<file path="config.mk">
export PLATFORM = sky130hd
export DESIGN_NAME = signed_rice_bit_packer
export DESIGN_NICKNAME = d
export VERILOG_FILES = /design/src/rtl/core/rsbp_pkg.sv /design/src/rtl/core/rsbp_shift_unit.sv /design/src/rtl/core/signed_rice_bit_packer.sv
export VERILOG_INCLUDE_DIRS = /design/src /design/src/rtl/core
export SDC_FILE = /design/constraint.sdc
export NUM_CORES = 1
export LEC_CHECK = 0
export BUFFER_PORTS_ARGS = -buffer_cell sky130_fd_sc_hd__buf_2
export CAP_MARGIN = 20
export CORE_MARGIN = 2
export CORE_UTILIZATION = 49
export DETAILED_ROUTE_END_ITERATION = 6
export GPL_TIMING_DRIVEN = 1
export PLACE_DENSITY = 0.69
export SLEW_MARGIN = 0
export SYNTH_ARGS = -nofsm -noshare
export SYNTH_HDL_FRONTEND = slang
export SYNTH_HIERARCHICAL = 1
export SYNTH_SLANG_ARGS = --single-unit
</file>
<file path="constraint.sdc">
create_clock -name clk_i -period 6.09 [get_ports clk_i]
set_input_delay 1.5225 -clock clk_i [delete_from_list [all_inputs] [get_ports clk_i]]
set_output_delay 1.5225 -clock clk_i [all_outputs]
set_load 0.005 [all_outputs]
</file>
<file path="src/rtl/core/assert_macros.svh">
// Assertion macros shared by the bit packer RTL.
// Every macro samples on clk_i and is disabled while rst_ni is low.
`ifndef ASSERT_MACROS_SVH
`define ASSERT_MACROS_SVH

// Check a property on every clock edge outside reset.
`define RSBP_ASSERT(label, prop, msg) \
  label: assert property (@(posedge clk_i) disable iff (!rst_ni) (prop)) else $error(msg);

// Check that a condition implies a consequence in the same cycle.
`define RSBP_ASSERT_IMP(label, ante, cons, msg) \
  label: assert property (@(posedge clk_i) disable iff (!rst_ni) (ante) |-> (cons)) \
    else $error(msg);

`endif

</file>
<file path="src/rtl/core/rsbp_pkg.sv">
// Package for the signed Rice bit packer.
// Holds the sequencer state type, command codes and the Rice parameter constants.
package rsbp_pkg;

  // Width and range of the Rice parameter register
  localparam int unsigned K_W    = 4;
  localparam int unsigned K_MAX  = 15;
  localparam logic [K_W-1:0] K_RESET = 4'd2;

  // Command codes
  localparam logic CMD_ENCODE = 1'b0;
  localparam logic CMD_FLUSH  = 1'b1;

  // Sequencer states
  typedef enum logic [1:0] {
    ST_IDLE,
    ST_ENCODE,
    ST_FLUSH
  } state_e;

endpackage

</file>
<file path="src/rtl/core/rsbp_shift_unit.sv">
// Shared shift-and-merge unit of the bit packer.
// Shifts the pending word left and merges new low bits; depends on nothing else.
module rsbp_shift_unit #(
  parameter int unsigned WORD_WIDTH = 32,
  parameter int unsigned SH_W       = 6
) (
  input  logic [WORD_WIDTH-1:0] pend_i,
  input  logic [SH_W-1:0]       sh_i,
  input  logic [WORD_WIDTH-1:0] bits_i,
  output logic [WORD_WIDTH-1:0] res_o
);

  // Shift by the full width clears the word, which the append path relies on
  assign res_o = (pend_i << sh_i) | bits_i;

endmodule

</file>
<file path="src/rtl/core/signed_rice_bit_packer.sv">
// Signed Rice bit packer, top level.
// Depends on rsbp_pkg, rsbp_shift_unit and assert_macros.svh.
//
// Usage: the input channel (in_valid_i / in_stall_o) carries one transaction
// per command: cmd_i selects encode of value_i or flush of the partial word.
// The output channel (out_valid_o / out_stall_i) carries packed words, first
// code bit in the MSB, with valid_bits_o and last_o on the final word of a
// command. cfg_we_i / cfg_wdata_i write the Rice parameter k while idle.
// Encode: accept, then one step of the shared shifter per piece of the code:
// up to two steps for the remainder (none when k is 0), one per word the
// unary run touches, and one for the stop bit. Flush: accept, then one
// shifter step. The sequencer drives every step through the single
// shift-and-merge unit; the block takes one command at a time.
// Results sit in one output register. The sequencer keeps working while
// the receiver takes the held word; when the receiver stalls and the register
// is full, the sequencer holds until the word is taken. Reset empties the
// pending word, drops any held output and sets k to 2.
module signed_rice_bit_packer #(
  parameter int unsigned WORD_WIDTH  = 32,
  parameter int unsigned VALUE_WIDTH = 10
) (
  input  logic                                  clk_i,
  input  logic                                  rst_ni,
  input  logic                                  cfg_we_i,
  input  logic [rsbp_pkg::K_W-1:0]              cfg_wdata_i,
  input  logic                                  in_valid_i,
  output logic                                  in_stall_o,
  input  logic                                  cmd_i,
  input  logic signed [VALUE_WIDTH-1:0]         value_i,
  output logic                                  out_valid_o,
  input  logic                                  out_stall_i,
  output logic [WORD_WIDTH-1:0]                 word_o,
  output logic [$clog2(WORD_WIDTH+1)-1:0]       valid_bits_o,
  output logic                                  last_o
);

  import rsbp_pkg::*;

`include "assert_macros.svh"

  localparam int unsigned CNT_W  = $clog2(WORD_WIDTH + 1);
  localparam int unsigned CODE_W = (VALUE_WIDTH > K_MAX) ? VALUE_WIDTH : K_MAX;
  localparam int unsigned CMP_W  = (VALUE_WIDTH > CNT_W) ? VALUE_WIDTH : CNT_W;
  localparam int unsigned SUM_W  = CMP_W + 2;
  localparam logic [CNT_W-1:0] FULL_CNT = CNT_W'(WORD_WIDTH);

  state_e                  state_q, state_d;
  logic [K_W-1:0]          k_q;
  logic [WORD_WIDTH-1:0]   pend_q, pend_d;
  logic [CNT_W-1:0]        cnt_q, cnt_d;
  logic [CODE_W-1:0]       rem_q, rem_d;
  logic [K_W-1:0]          remcnt_q, remcnt_d;
  logic [VALUE_WIDTH-1:0]  ones_q, ones_d;
  logic                    zero_q, zero_d;

  logic                    out_valid_q;
  logic [WORD_WIDTH-1:0]   out_word_q;
  logic [CNT_W-1:0]        out_bits_q;
  logic                    out_last_q;

  logic                    slot_free;
  logic                    emit;
  logic [WORD_WIDTH-1:0]   emit_word;
  logic [CNT_W-1:0]        emit_bits;
  logic                    emit_last;

  logic [VALUE_WIDTH-1:0]  code;
  logic [CNT_W-1:0]        space;
  logic [CNT_W-1:0]        step_n;
  logic [K_W-1:0]          rem_sh;
  logic [CNT_W-1:0]        sh_amt;
  logic [WORD_WIDTH-1:0]   sh_bits;
  logic [WORD_WIDTH-1:0]   sh_res;
  logic [CNT_W-1:0]        cnt_new;
  logic [SUM_W-1:0]        rest;

  // Map the signed value to its unsigned code
  assign code  = {value_i[VALUE_WIDTH-2:0], 1'b0} ^ {VALUE_WIDTH{value_i[VALUE_WIDTH-1]}};
  assign space = FULL_CNT - cnt_q;
  assign slot_free = !out_valid_q || !out_stall_i;

  rsbp_shift_unit #(
    .WORD_WIDTH (WORD_WIDTH),
    .SH_W       (CNT_W)
  ) u_shift (
    .pend_i (pend_q),
    .sh_i   (sh_amt),
    .bits_i (sh_bits),
    .res_o  (sh_res)
  );

  // Sequencer: next state, step control and word emission
  always_comb begin
    state_d   = state_q;
    pend_d    = pend_q;
    cnt_d     = cnt_q;
    rem_d     = rem_q;
    remcnt_d  = remcnt_q;
    ones_d    = ones_q;
    zero_d    = zero_q;
    emit      = 1'b0;
    emit_word = sh_res;
    emit_bits = FULL_CNT;
    emit_last = 1'b0;
    step_n    = '0;
    rem_sh    = '0;
    sh_amt    = '0;
    sh_bits   = '0;
    cnt_new   = cnt_q;
    rest      = '0;
    unique case (state_q)
      ST_IDLE: begin
        if (in_valid_i) begin
          if (cmd_i == CMD_FLUSH) begin
            state_d = ST_FLUSH;
          end else begin
            rem_d    = CODE_W'(code) & ~({CODE_W{1'b1}} << k_q);
            remcnt_d = k_q;
            ones_d   = code >> k_q;
            zero_d   = 1'b1;
            state_d  = ST_ENCODE;
          end
        end
      end
      ST_FLUSH: begin
        if (slot_free) begin
          // Left-align the partial word through the shared shifter
          sh_amt = space;
          if (cnt_q != '0) begin
            emit      = 1'b1;
            emit_word = sh_res;
            emit_bits = cnt_q;
            emit_last = 1'b1;
          end
          pend_d  = '0;
          cnt_d   = '0;
          state_d = ST_IDLE;
        end
      end
      ST_ENCODE: begin
        if (slot_free) begin
          if (remcnt_q != '0) begin
            // Take the next remainder bits, MSB first
            if (CNT_W'(remcnt_q) > space) begin
              step_n = space;
            end else begin
              step_n = CNT_W'(remcnt_q);
            end
            rem_sh   = remcnt_q - K_W'(step_n);
            sh_bits  = WORD_WIDTH'(rem_q >> rem_sh);
            rem_d    = rem_q & ~({CODE_W{1'b1}} << rem_sh);
            remcnt_d = rem_sh;
          end else if (ones_q != '0) begin
            // Append a run of unary ones
            if (CMP_W'(ones_q) >= CMP_W'(space)) begin
              step_n = space;
            end else begin
              step_n = CNT_W'(ones_q);
            end
            sh_bits = ~({WORD_WIDTH{1'b1}} << step_n);
            ones_d  = ones_q - VALUE_WIDTH'(step_n);
          end else begin
            // Append the stop bit
            step_n  = CNT_W'(1);
            sh_bits = '0;
            zero_d  = 1'b0;
          end
          sh_amt  = step_n;
          cnt_new = cnt_q + step_n;
          rest    = SUM_W'(remcnt_d) + SUM_W'(ones_d) + SUM_W'(zero_d);
          if (cnt_new == FULL_CNT) begin
            emit      = 1'b1;
            emit_word = sh_res;
            emit_bits = FULL_CNT;
            emit_last = (rest < SUM_W'(WORD_WIDTH));
            pend_d    = '0;
            cnt_d     = '0;
          end else begin
            pend_d = sh_res;
            cnt_d  = cnt_new;
          end
          if (remcnt_d == '0 && ones_d == '0 && !zero_d) begin
            state_d = ST_IDLE;
          end
        end
      end
      default: begin
        state_d = ST_IDLE;
      end
    endcase
  end

  // Hold control state, the pending word, the output valid flag and the Rice parameter
  always_ff @(posedge clk_i or negedge rst_ni) begin
    if (!rst_ni) begin
      state_q     <= ST_IDLE;
      k_q         <= K_RESET;
      pend_q      <= '0;
      cnt_q       <= '0;
      remcnt_q    <= '0;
      ones_q      <= '0;
      zero_q      <= 1'b0;
      out_valid_q <= 1'b0;
    end else begin
      state_q  <= state_d;
      pend_q   <= pend_d;
      cnt_q    <= cnt_d;
      remcnt_q <= remcnt_d;
      ones_q   <= ones_d;
      zero_q   <= zero_d;
      if (cfg_we_i) begin
        k_q <= cfg_wdata_i;
      end
      if (emit) begin
        out_valid_q <= 1'b1;
      end else if (!out_stall_i) begin
        out_valid_q <= 1'b0;
      end
    end
  end

  // Load the output register and remainder payload
  always_ff @(posedge clk_i) begin
    rem_q <= rem_d;
    if (emit) begin
      out_word_q <= emit_word;
      out_bits_q <= emit_bits;
      out_last_q <= emit_last;
    end
  end

  assign in_stall_o   = (state_q != ST_IDLE);
  assign out_valid_o  = out_valid_q;
  assign word_o       = out_word_q;
  assign valid_bits_o = out_bits_q;
  assign last_o       = out_last_q;

  `RSBP_ASSERT(a_cnt_below_word, cnt_q < FULL_CNT, "pending count reached word width")
  `RSBP_ASSERT_IMP(a_out_bits_nonzero, out_valid_q, out_bits_q != '0,
                   "output word carries no valid bits")
  `RSBP_ASSERT_IMP(a_step_fits, state_q == ST_ENCODE && slot_free,
                   step_n != '0 && step_n <= space, "encode step does not fit pending word")
  `RSBP_ASSERT_IMP(a_emit_slot_free, emit, slot_free, "word emitted into an occupied output")

endmodule

</file>
# Word-level counts from Yosys, hierarchy flattened
# Cells that the tools add are included.
[word_totals]
output_inout_bits = 41
ff_bits = 114
inputBits = 20
[classes]
reduce_logical = 20
bitwise_logic = 7
n_addsub = 6
eq_ne = 10
n_mux = 72
order_cmp = 3
shift = 6
[ops]
columns = ["operator", "count"]
rows = [
  ["two-way mux 32 bit", 7],
  ["two-way mux 6 bit", 18],
  ["two-way mux 10 bit", 7],
  ["case mux 32 bit (2 select lines)", 1],
  ["two-way mux 15 bit", 4],
  ["NOT 32 bit", 1],
  ["bitwise OR 32 bit", 1],
  ["<< shifter 32 x 6 -> 32 bit", 1],
  ["<< shifter 32 x 6 -> 32 bit, first input constant", 1],
  [">> shifter 15 x 4 -> 32 bit", 1],
  ["NOT 15 bit", 2],
  ["case mux 15 bit (2 select lines)", 1],
  ["<< shifter 15 x 4 -> 15 bit, first input constant", 2],
  ["two-way mux 4 bit", 6],
  ["case mux 6 bit (2 select lines)", 2],
  ["case mux 10 bit (2 select lines)", 1],
  ["AND 10 x 15 -> 15 bit", 1],
  ["AND 15 bit", 1],
  ["two-way mux 1 bit", 15],
  ["adder 11 x 1 -> 12 bit", 1],
  ["less-than comparator 12 x 6 -> 1 bit, second input constant", 1],
  ["!= test 2 bit, second input constant", 6],
  ["adder 4 x 10 -> 11 bit", 1],
  ["greater-or-equal comparator 10 x 6 -> 1 bit", 1],
  ["other kinds (28)", 41],
]

# Depth between registers and ports, before layout
# Gate-level depths: netlist (run 1).
[logic_depth]
ltp_word = 18
ltp_mapped = 26

# Cells and area by module
# The synthesis (run 1) kept the hierarchy.
[by_module_without_submodules]
columns = ["mod", "cells_each", "area_each_um2", "n_inst", "seq_area_each_um2"]
rows = [
  ["signed_rice_bit_packer", 793, 7475.9, 1, 3124.2],
  ["rsbp_shift_unit", 202, 2009.4, 1, 0.0],
]

# Worst setup path after synthesis (run 1)
# No wires, ideal clock.
[synth_path]
path_type = "flip-flop to flip-flop"
startpoint = "reg cnt_q[0]"
endpoint = "reg out_last_q, in the netlist last_o (enable)"
setup_slack_ns = -0.045
setup_time_ns = 0.400
arrival_time_ns = 5.735
stages_incl_launch_ff = 22
synth_period_minus_slack_ns = 6.135
path_cell_list = "dfrtp_1 inv_1 ha_1 xnor2_1 inv_1 ha_1 or2_2 a311o_1 a221oi_1 nor2_2 a21o_1 a22oi_1 inv_1 ha_1 a21o_1 a21oi_1 o21bai_1 a21oi_1 xnor2_1 nor4_1 nor2b_1 o21a_1"
[synth_between]
elab_chain_len = 16
word_cells_on_any_way = 24
[synth_rtl]
columns = ["item", "line_no", "source"]
rows = [
  ["from (decl)", "signed_rice_bit_packer.sv:50", "logic [CNT_W-1:0] cnt_q, cnt_d;"],
  ["from (signal assigned)", "signed_rice_bit_packer.sv:207", "cnt_q <= cnt_d;"],
  ["subtractor 6 bit", "signed_rice_bit_packer.sv:79", "assign space = FULL_CNT - cnt_q;"],
  ["greater-or-equal comparator 10 x 6 -> 1 bit", "signed_rice_bit_packer.sv:155", "if (CMP_W'(ones_q) >= CMP_W'(space)) begin"],
  ["two-way mux 6 bit", "signed_rice_bit_packer.sv:155", ""],
  ["two-way mux 6 bit", "signed_rice_bit_packer.sv:153", "end else if (ones_q != '0) begin"],
  ["two-way mux 6 bit", "signed_rice_bit_packer.sv:142", "if (remcnt_q != '0) begin"],
  ["two-way mux 6 bit", "signed_rice_bit_packer.sv:141", "if (slot_free) begin"],
  ["two-way mux 6 bit", "signed_rice_bit_packer.sv:111", "unique case (state_q)"],
  ["two-way mux 6 bit", "signed_rice_bit_packer.sv:153", ""],
  ["two-way mux 6 bit", "signed_rice_bit_packer.sv:142", ""],
  ["two-way mux 6 bit", "signed_rice_bit_packer.sv:141", ""],
  ["two-way mux 6 bit", "signed_rice_bit_packer.sv:111", ""],
  ["adder 6 bit", "signed_rice_bit_packer.sv:169", "cnt_new = cnt_q + step_n;"],
  ["== test 6 bit", "signed_rice_bit_packer.sv:171", "if (cnt_new == FULL_CNT) begin"],
  ["two-way mux 1 bit", "signed_rice_bit_packer.sv:171", ""],
  ["two-way mux 1 bit", "signed_rice_bit_packer.sv:141", ""],
  ["case mux 1 bit (2 select lines) *", "signed_rice_bit_packer.sv:111", ""],
  ["via emit", "signed_rice_bit_packer.sv:62", "logic emit;"],
  ["to (signal assigned)", "signed_rice_bit_packer.sv:228", "out_last_q <= emit_last;"],
  ["to (decl)", "signed_rice_bit_packer.sv:59", "logic out_last_q;"],
]
# Mark *: on every way through the listed nets, which the timed path passes. The rest lies on a longest branch. The select of a mux whose other input is x is not followed.
# A chain may end at the register's enable or synchronous reset.

# Final worst setup path (run 1)
[layout_path]
startpoint = "reg cnt_q[1]"
endpoint = "reg out_word_q[0], in the netlist word_o[0] (enable)"
[layout_between]
elab_chain_len = 16
word_cells_on_any_way = 24
[layout_rtl]
columns = ["item", "line_no", "source"]
rows = [
  ["subtractor 6 bit", "signed_rice_bit_packer.sv:79", ""],
  ["greater-or-equal comparator 10 x 6 -> 1 bit", "signed_rice_bit_packer.sv:155", ""],
  ["two-way mux 6 bit", "signed_rice_bit_packer.sv:155", ""],
  ["two-way mux 6 bit", "signed_rice_bit_packer.sv:153", ""],
  ["two-way mux 6 bit", "signed_rice_bit_packer.sv:142", ""],
  ["two-way mux 6 bit", "signed_rice_bit_packer.sv:141", ""],
  ["two-way mux 6 bit", "signed_rice_bit_packer.sv:111", ""],
  ["two-way mux 6 bit", "signed_rice_bit_packer.sv:153", ""],
  ["two-way mux 6 bit", "signed_rice_bit_packer.sv:142", ""],
  ["two-way mux 6 bit", "signed_rice_bit_packer.sv:141", ""],
  ["two-way mux 6 bit", "signed_rice_bit_packer.sv:111", ""],
  ["adder 6 bit", "signed_rice_bit_packer.sv:169", ""],
  ["== test 6 bit", "signed_rice_bit_packer.sv:171", ""],
  ["two-way mux 1 bit", "signed_rice_bit_packer.sv:171", ""],
  ["two-way mux 1 bit", "signed_rice_bit_packer.sv:141", ""],
  ["case mux 1 bit (2 select lines) *", "signed_rice_bit_packer.sv:111", ""],
  ["via emit", "signed_rice_bit_packer.sv:62", ""],
  ["to (signal assigned)", "signed_rice_bit_packer.sv:226", "out_word_q <= emit_word;"],
  ["to (decl)", "signed_rice_bit_packer.sv:57", "logic [WORD_WIDTH-1:0] out_word_q;"],
]
# Marks and branches as above.

==> flow_summary.json, run 1 <==
{
  "status": "completed",
  "area_growth_pct": 12.28,
  "yosysTopAreaCell": "edfxtp_1",
  "synth_ff_type": "dfrtp_1",
  "setup_viol": 0,
  "drtPass1Iterations": 5,
  "synth-seq-cells": 114,
  "cts.path.max_buffers": 2,
  "cp.arrival_ns": 5.85,
  "grt_pass1_vias": 7805,
  "initial_utilization": 0.5037,
  "die_width_um": 143.1,
  "overflow": 0,
  "syn-num-nets": 1042,
  "grt_first_pass_wirelength_mm": 43.48,
  "io_buffers": 60,
  "dieArea_mm2": 0.02049,
  "syn_inst": 995,
  "detail_route.wl_per_cell_um": 20.66,
  "r2r_slack_ns": 0.35,
  "crit_fanout": 40,
  "totalWireLength_mm": 27.10,
  "min_to": "pend_q[31]",
  "period_minus_slack_ns": 5.744,
  "ios": 61,
  "htree_num_levels": 4,
  "yosysUniqueCellTypes": 88,
  "report.final.slew_viol_count": 0,
  "worstPathRequired_ns": 6.19,
  "rsz0062_at_grt": "false",
  "rows": 50,
  "die-height_um": 143.1,
  "start_kind": "flop",
  "clk_pin_slew_worst_paths_ns": 0.06,
  "diodes": 0,
  "finClkSkew_ns": 0.009247,
  "gp_congestion": 0.9850,
  "synth-seq-area-share": 0.3294,
  "ant_nets": 0,
  "synth_edf_count": 54,
  "period_share": 0.9431,
  "fmax_ghz": 0.1741,
  "r2r_end": "word_o[0]",
  "timing_worst_slew_pin_value_ns": 1.018,
  "drive_gt1_frac": 0.1968,
  "finalHoldViolations": 0,
  "worstSetupPathType": "flop to flop",
  "synth.area.top_cells": "edfxtp_1, dfrtp_1, mux4_2",
  "min_path_cells": 1,
  "drv_cap": 0,
  "yosys_warnings": 6,
  "vias_per_cell": 6.370,
  "clockRootBuffer": "clkbuf_16",
  "cts.sinks": 114,
  "dp_hpwl_mm": 19.27,
  "drt-initial-drc-count": 862,
  "cts_tree": "done",
  "grt_max_degree": 61,
  "remaining_drc_errors": 0,
  "max_slew_margin": 0.3210,
  "vias": 8357,
  "synth_top_cell_area_share": 0.1710,
  "async_flop_share": 0.5263,
  "regToRegStartpoint": "cnt_q[1]",
  "fin_nets": 1086,
  "tns_ns": 0,
  "holdCritPathClass": "flop to flop",
  "end_kind": "flop",
  "core_mm2": 0.01883,
  "reg2reg_depth": 22,
  "fill_cells": 1646,
  "cts_buffers": 17,
  "worstSkewPairLatency_ns": 0.42,
  "grt_usage": 0.2720,
  "hp-start": "pend_q[31]",
  "synthesis.area_mm2": 0.009485,
  "holdBufCountCts": 0,
  "syn_avg_cell_area_um2": 9.533,
  "antenna_found_initial": 0
}
==> layout by cell type (no fill, tap or decap), types with 34 or more instances in the layout <==
cell type	synthesis	routed
nand2_1	77	77
mux2i_1	53	53
dfrtp_1	59	59
inv_1	34	34
a22o_1	35	35
a21oi_1	76	76
buf_2	5	60
edfxtp_1	54	54
o21ai_0	79	76
nor2_1	78	77
==> layer usage <==
metal / global-route usage / wire length (um) / part of all wire / vias to the layer above
met4: 0.07556 / 455 / 0.017 / 0
met3: 0.05030 / 2207 / 0.081 / 44
met5: 0 / 0 / 0 / -
met2: 0.4007 / 11850 / 0.44 / 398
li1: - / - / - / 3892
met1: 0.4090 / 12590 / 0.46 / 4023
==> kinds of logic (layout without fill, tap and decap cells) <==
logic type      after synthesis  after routing  share of synthesized area
mux                         109            109                     0.1640
fa+ha+maj                    30             30                    0.04036
buf+inv                     107            164                    0.05566
xor+xnor                     32             32                    0.02955
flops                       114            114                     0.3294
simple gates                265            265                     0.1342
compound gates              338            338                     0.2469
==> registers in the layout (all words and copies together) (netlist names) <==
signal,count
word_o,32
k_q,4
remcnt_q,4
valid_bits_o,6
out_valid_o,1
state_q,2
zero_q,1
last_o,1
rem_q,15
ones_q,10
cnt_q,6
pend_q,32
==> worst max-delay path by stage <==
stage	end	slack (ns)	depth (start not counted)	startpoint
global placement	pend_q[0]	0.31	25	cnt_q[1]
global route	word_o[1]	0.01	25	cnt_q[1]
floorplan	last_o	0.35	21	cnt_q[0]
detailed placement	word_o[7]	0.32	22	cnt_q[1]
finish	word_o[0]	0.35	22	cnt_q[1]
CTS	word_o[12]	0.26	22	cnt_q[1]
==> layout make-up <==
type / instances / area (um2) / area share
clock buffer: 20 / 446.7 / 0.04194
clock inverter: 12 / 132.6 / 0.01245
inverter: 36 / 135.1 / 0.01269
multi-input combinational: 774 / 5887 / 0.5528
sequential: 114 / 3124 / 0.2934
tap: 260 / 325.3 / 0.03055
timing repair buffer: 96 / 599.3 / 0.05627
==> critical path, stage by stage (launching register included) <==
cell and delay, ns:
dfrtp_1 0.42, inv_1 0.13, ha_1 0.25, xnor2_2 0.28
inv_1 0.11, ha_1 0.27, or2_2 0.29, a311o_1 0.37
a221o_2 0.39, a21boi_0 0.26, a21o_1 0.22, a22oi_1 0.15
inv_1 0.12, ha_1 0.22, a21o_1 0.18, a21oi_1 0.21
o21bai_1 0.09, a21oi_1 0.19, xnor2_1 0.12, nor4_2 0.36
nor2b_1 0.31, o21a_2 0.20, buf_12 0.23
==> cells in the mapped netlist, types with 5 or more instances <==
| cell type | instances |
|---|---|
| clkbuf_8 | 7 |
| mux2_2 | 19 |
| inv_1 | 34 |
| o211ai_1 | 5 |
| buf_2 | 5 |
| and2_1 | 10 |
| mux2i_1 | 53 |
| mux4_2 | 25 |
| a221oi_1 | 9 |
| a21o_1 | 19 |
| or3_1 | 6 |
| a21oi_1 | 76 |
| nor2b_1 | 12 |
| xnor2_1 | 19 |
| and3_1 | 12 |
| a22oi_1 | 10 |
| a31oi_1 | 12 |
| a211oi_1 | 6 |
| o31ai_1 | 6 |
| o21ai_0 | 79 |
| nand2_1 | 77 |
| a22o_1 | 35 |
| o221ai_1 | 9 |
| edfxtp_1 | 54 |
| o22ai_1 | 13 |
| mux4_1 | 7 |
| xor2_1 | 13 |
| nor3_1 | 11 |
| nand3_1 | 23 |
| o21bai_1 | 11 |
| clkbuf_1 | 52 |
| ha_1 | 25 |
| nor2_1 | 78 |
| dfrtp_1 | 59 |
| nand2b_1 | 13 |
==> stage by stage <==
step / std cells / utilization / hold slack, ns / setup WS, ns / cell area [um2]
after floorplan: 995 / - / 0.4725 / 0.3496 / 9487
after global placement: 1280 / 0.5339 / 0.5022 / 0.3078 / 10050
after detailed placement: 1280 / 0.5339 / 0.5173 / 0.3155 / 10050
after CTS: 1312 / 0.5647 / 0.5300 / 0.2586 / 10630
after global routing: 1312 / 0.5656 / 0.5515 / 0.01010 / 10650
final: 1312 / 0.5656 / 0.5354 / 0.3463 / 10650
==> timing repair <==
action,4_1_cts,5_1_grt
endpoints found under the setup margin,0,62
setup buffers,0,0
gates resized for setup,0,3
Power of run 1 is left out: the tool's default activity adds up to more than one toggle a clock period on the data nets, which glitch-free logic cannot reach.
==> inputs of run 2 (changes only) <==
--- a/config.mk
+++ b/config.mk
@@ -12,7 +12,7 @@
 export CORE_UTILIZATION = 49
 export DETAILED_ROUTE_END_ITERATION = 6
 export GPL_TIMING_DRIVEN = 1
-export PLACE_DENSITY = 0.69
+export PLACE_DENSITY = 0.66
 export SLEW_MARGIN = 0
 export SYNTH_ARGS = -nofsm -noshare
 export SYNTH_HDL_FRONTEND = slang
==> flow_summary.json, run 2 (same netlist as run 1, synthesis figures left out) <==
{
  "core_mm2": 0.01883,
  "critPathMaxStageDelay_ns": 0.65,
  "ios": 61,
  "setup_viol": 0,
  "layout_setup_ws_ns": 0.3266,
  "crit_fanout": 20,
  "crit_slowest_cell": "mux4_2",
  "worstSkewPairLatency_ns": 0.42,
  "grt_util_met3": 0.05198,
  "initial_utilization": 0.5037,
  "holdBufCountCts": 0,
  "clockRootBuffer": "clkbuf_16",
  "cp.arrival_ns": 6.07,
  "drive_gt1_frac": 0.2004,
  "status": "completed",
  "grt_max_degree": 61,
  "layout_common_cells": "nor2_1, nand2_1, a21oi_1, o21ai_0, buf_2",
  "worstSetupPathDepth": 19,
  "period_minus_slack_ns": 5.763,
  "dp_slack_ns": 0.2799,
  "met1_usage": 0.4114,
  "diodes": 0,
  "whs_ns": 0.5089,
  "finalHoldViolations": 0,
  "drv_cap": 0,
  "r2r_end": "pend_q[24]",
  "report.final.slew_viol_count": 0,
  "ant_nets": 0,
  "grt_usage": 0.2723,
  "min_path_cells": 1,
  "stdcell_count": 1313,
  "place_inst": 1281,
  "antenna_found_initial": 0,
  "reg2reg_depth": 19,
  "placed_cell_area_mm2": 0.01006,
  "max_slew_margin": 0.3224,
  "regToRegStartpoint": "cnt_q[1]",
  "die_width_um": 143.1,
  "start_kind": "flop",
  "path_cells": "inv_1, ha_1, xnor2_2, inv_1, ha_1, or2_2, a311o_1, a221o_2, a21oi_1, a21oi_1, buf_4, a22oi_1, nand2_1, o21ai_4, mux4_2, mux2_2, a221oi_1, o211ai_1, a22o_1",
  "fmax_ghz": 0.1735,
  "grt_first_pass_wirelength_mm": 43.32,
  "die-height_um": 143.1,
  "timing_worst_slew_pin_value_ns": 1.016,
  "clk_pin_slew_worst_paths_ns": 0.06,
  "cp-startpoint": "cnt_q[1]",
  "rows": 50,
  "overflow": 0,
  "path_buf_inv": 3,
  "htree_num_levels": 4,
  "multi_input_comb_area_mm2": 0.005893,
  "ff_latch_area_mm2": 0.003124,
  "dieArea_mm2": 0.02049,
  "grt_util_met2": 0.3951,
  "dp_hpwl_mm": 19.61,
  "period_share": 0.9464,
  "area_growth_pct": 12.72,
  "cts.path.max_buffers": 2,
  "holdCritPathClass": "flop to flop",
  "remaining_drc_errors": 0,
  "drtPass1Iterations": 5,
  "end_kind": "flop",
  "totalWireLength_mm": 27.04,
  "cts_buffers": 17,
  "grt_pass1_vias": 7653,
  "fin_nets": 1087,
  "cts_tree": "done",
  "io_buffers": 60,
  "busiest_layer": "met1",
  "crit_family": "compound AO/OA/AOI/OAI gates",
  "worstSetupEndpoint": "pend_q[24]",
  "fill_cells": 1651,
  "final_area_mm2": 0.01069,
  "detail_route.wl_per_cell_um": 20.59,
  "vias_per_cell": 6.335,
  "drt-initial-drc-count": 799,
  "finClkSkew_ns": 0.007899,
  "worstSetupPathType": "flop to flop",
  "gp_congestion": 0.9686,
  "hp-start": "pend_q[31]",
  "worstPathRequired_ns": 6.40,
  "vias": 8318,
  "cts.sinks": 114,
  "r2r_slack_ns": 0.33
}
==> run 2: cell count changes in the layout (fill, tap and decap cells not counted) <==
cell	previous run	this run
a31oi_1	12	11
a31oi_2	0	1
buf_4	33	35
buf_6	1	0
clkbuf_1	2	0
clkbuf_8	1	3
clkinv_2	3	0
inv_6	2	5
==> run 2: worst reg2reg max path, delay by kind of cell, from the launching register on <==
kind	cells	cell delay, ns
simple gates	2	0.44
flops	1	0.43
compound gates	9	2.53
mux	2	1.01
buf+inv	3	0.41
fa+ha+maj	2	0.54
xor+xnor	1	0.29
==> run 2: final cells by class <==
class,instances,share of cell area
Inverter,36,0.01264
Multi-Input combinational cell,774,0.5512
Clock inverter,12,0.01346
Sequential cell,114,0.2922
Timing Repair Buffer,97,0.05641
Tap cell,260,0.03043
Clock buffer,20,0.04365
==> run 2: routing by layer <==
metal  wire, um  up-vias  share of wire
met5          0        -              0
met4        446        0          0.016
met3       2015       35          0.075
met2      11860      377           0.44
met1      12720     4011           0.47
li1           -     3895              -
==> run 2: metrics by stage <==
step | setup TNS (ns) | utilization
after global routing | -0.01733 | 0.5678
after CTS | 0 | 0.5667
after detailed placement | 0 | 0.5343
after floorplan | 0 | -
after global placement | 0 | 0.5343
final | 0 | 0.5678
==> run 2: repair_timing <==
item	4_1_cts	5_1_grt
gates resized for setup	0	3
hold endpoints to repair	0	0
setup endpoints to repair	0	62
setup buffers	0	0
==> run 2: worst min-delay path by stage <==
stage	end	slack (ns)
after floorplan	pend_q[31]	0.47
after global placement	pend_q[31]	0.49
after detailed placement	pend_q[31]	0.50
after CTS	pend_q[31]	0.51
after global routing	pend_q[31]	0.53
final	pend_q[31]	0.51
Power of run 2 is left out for the same reason.
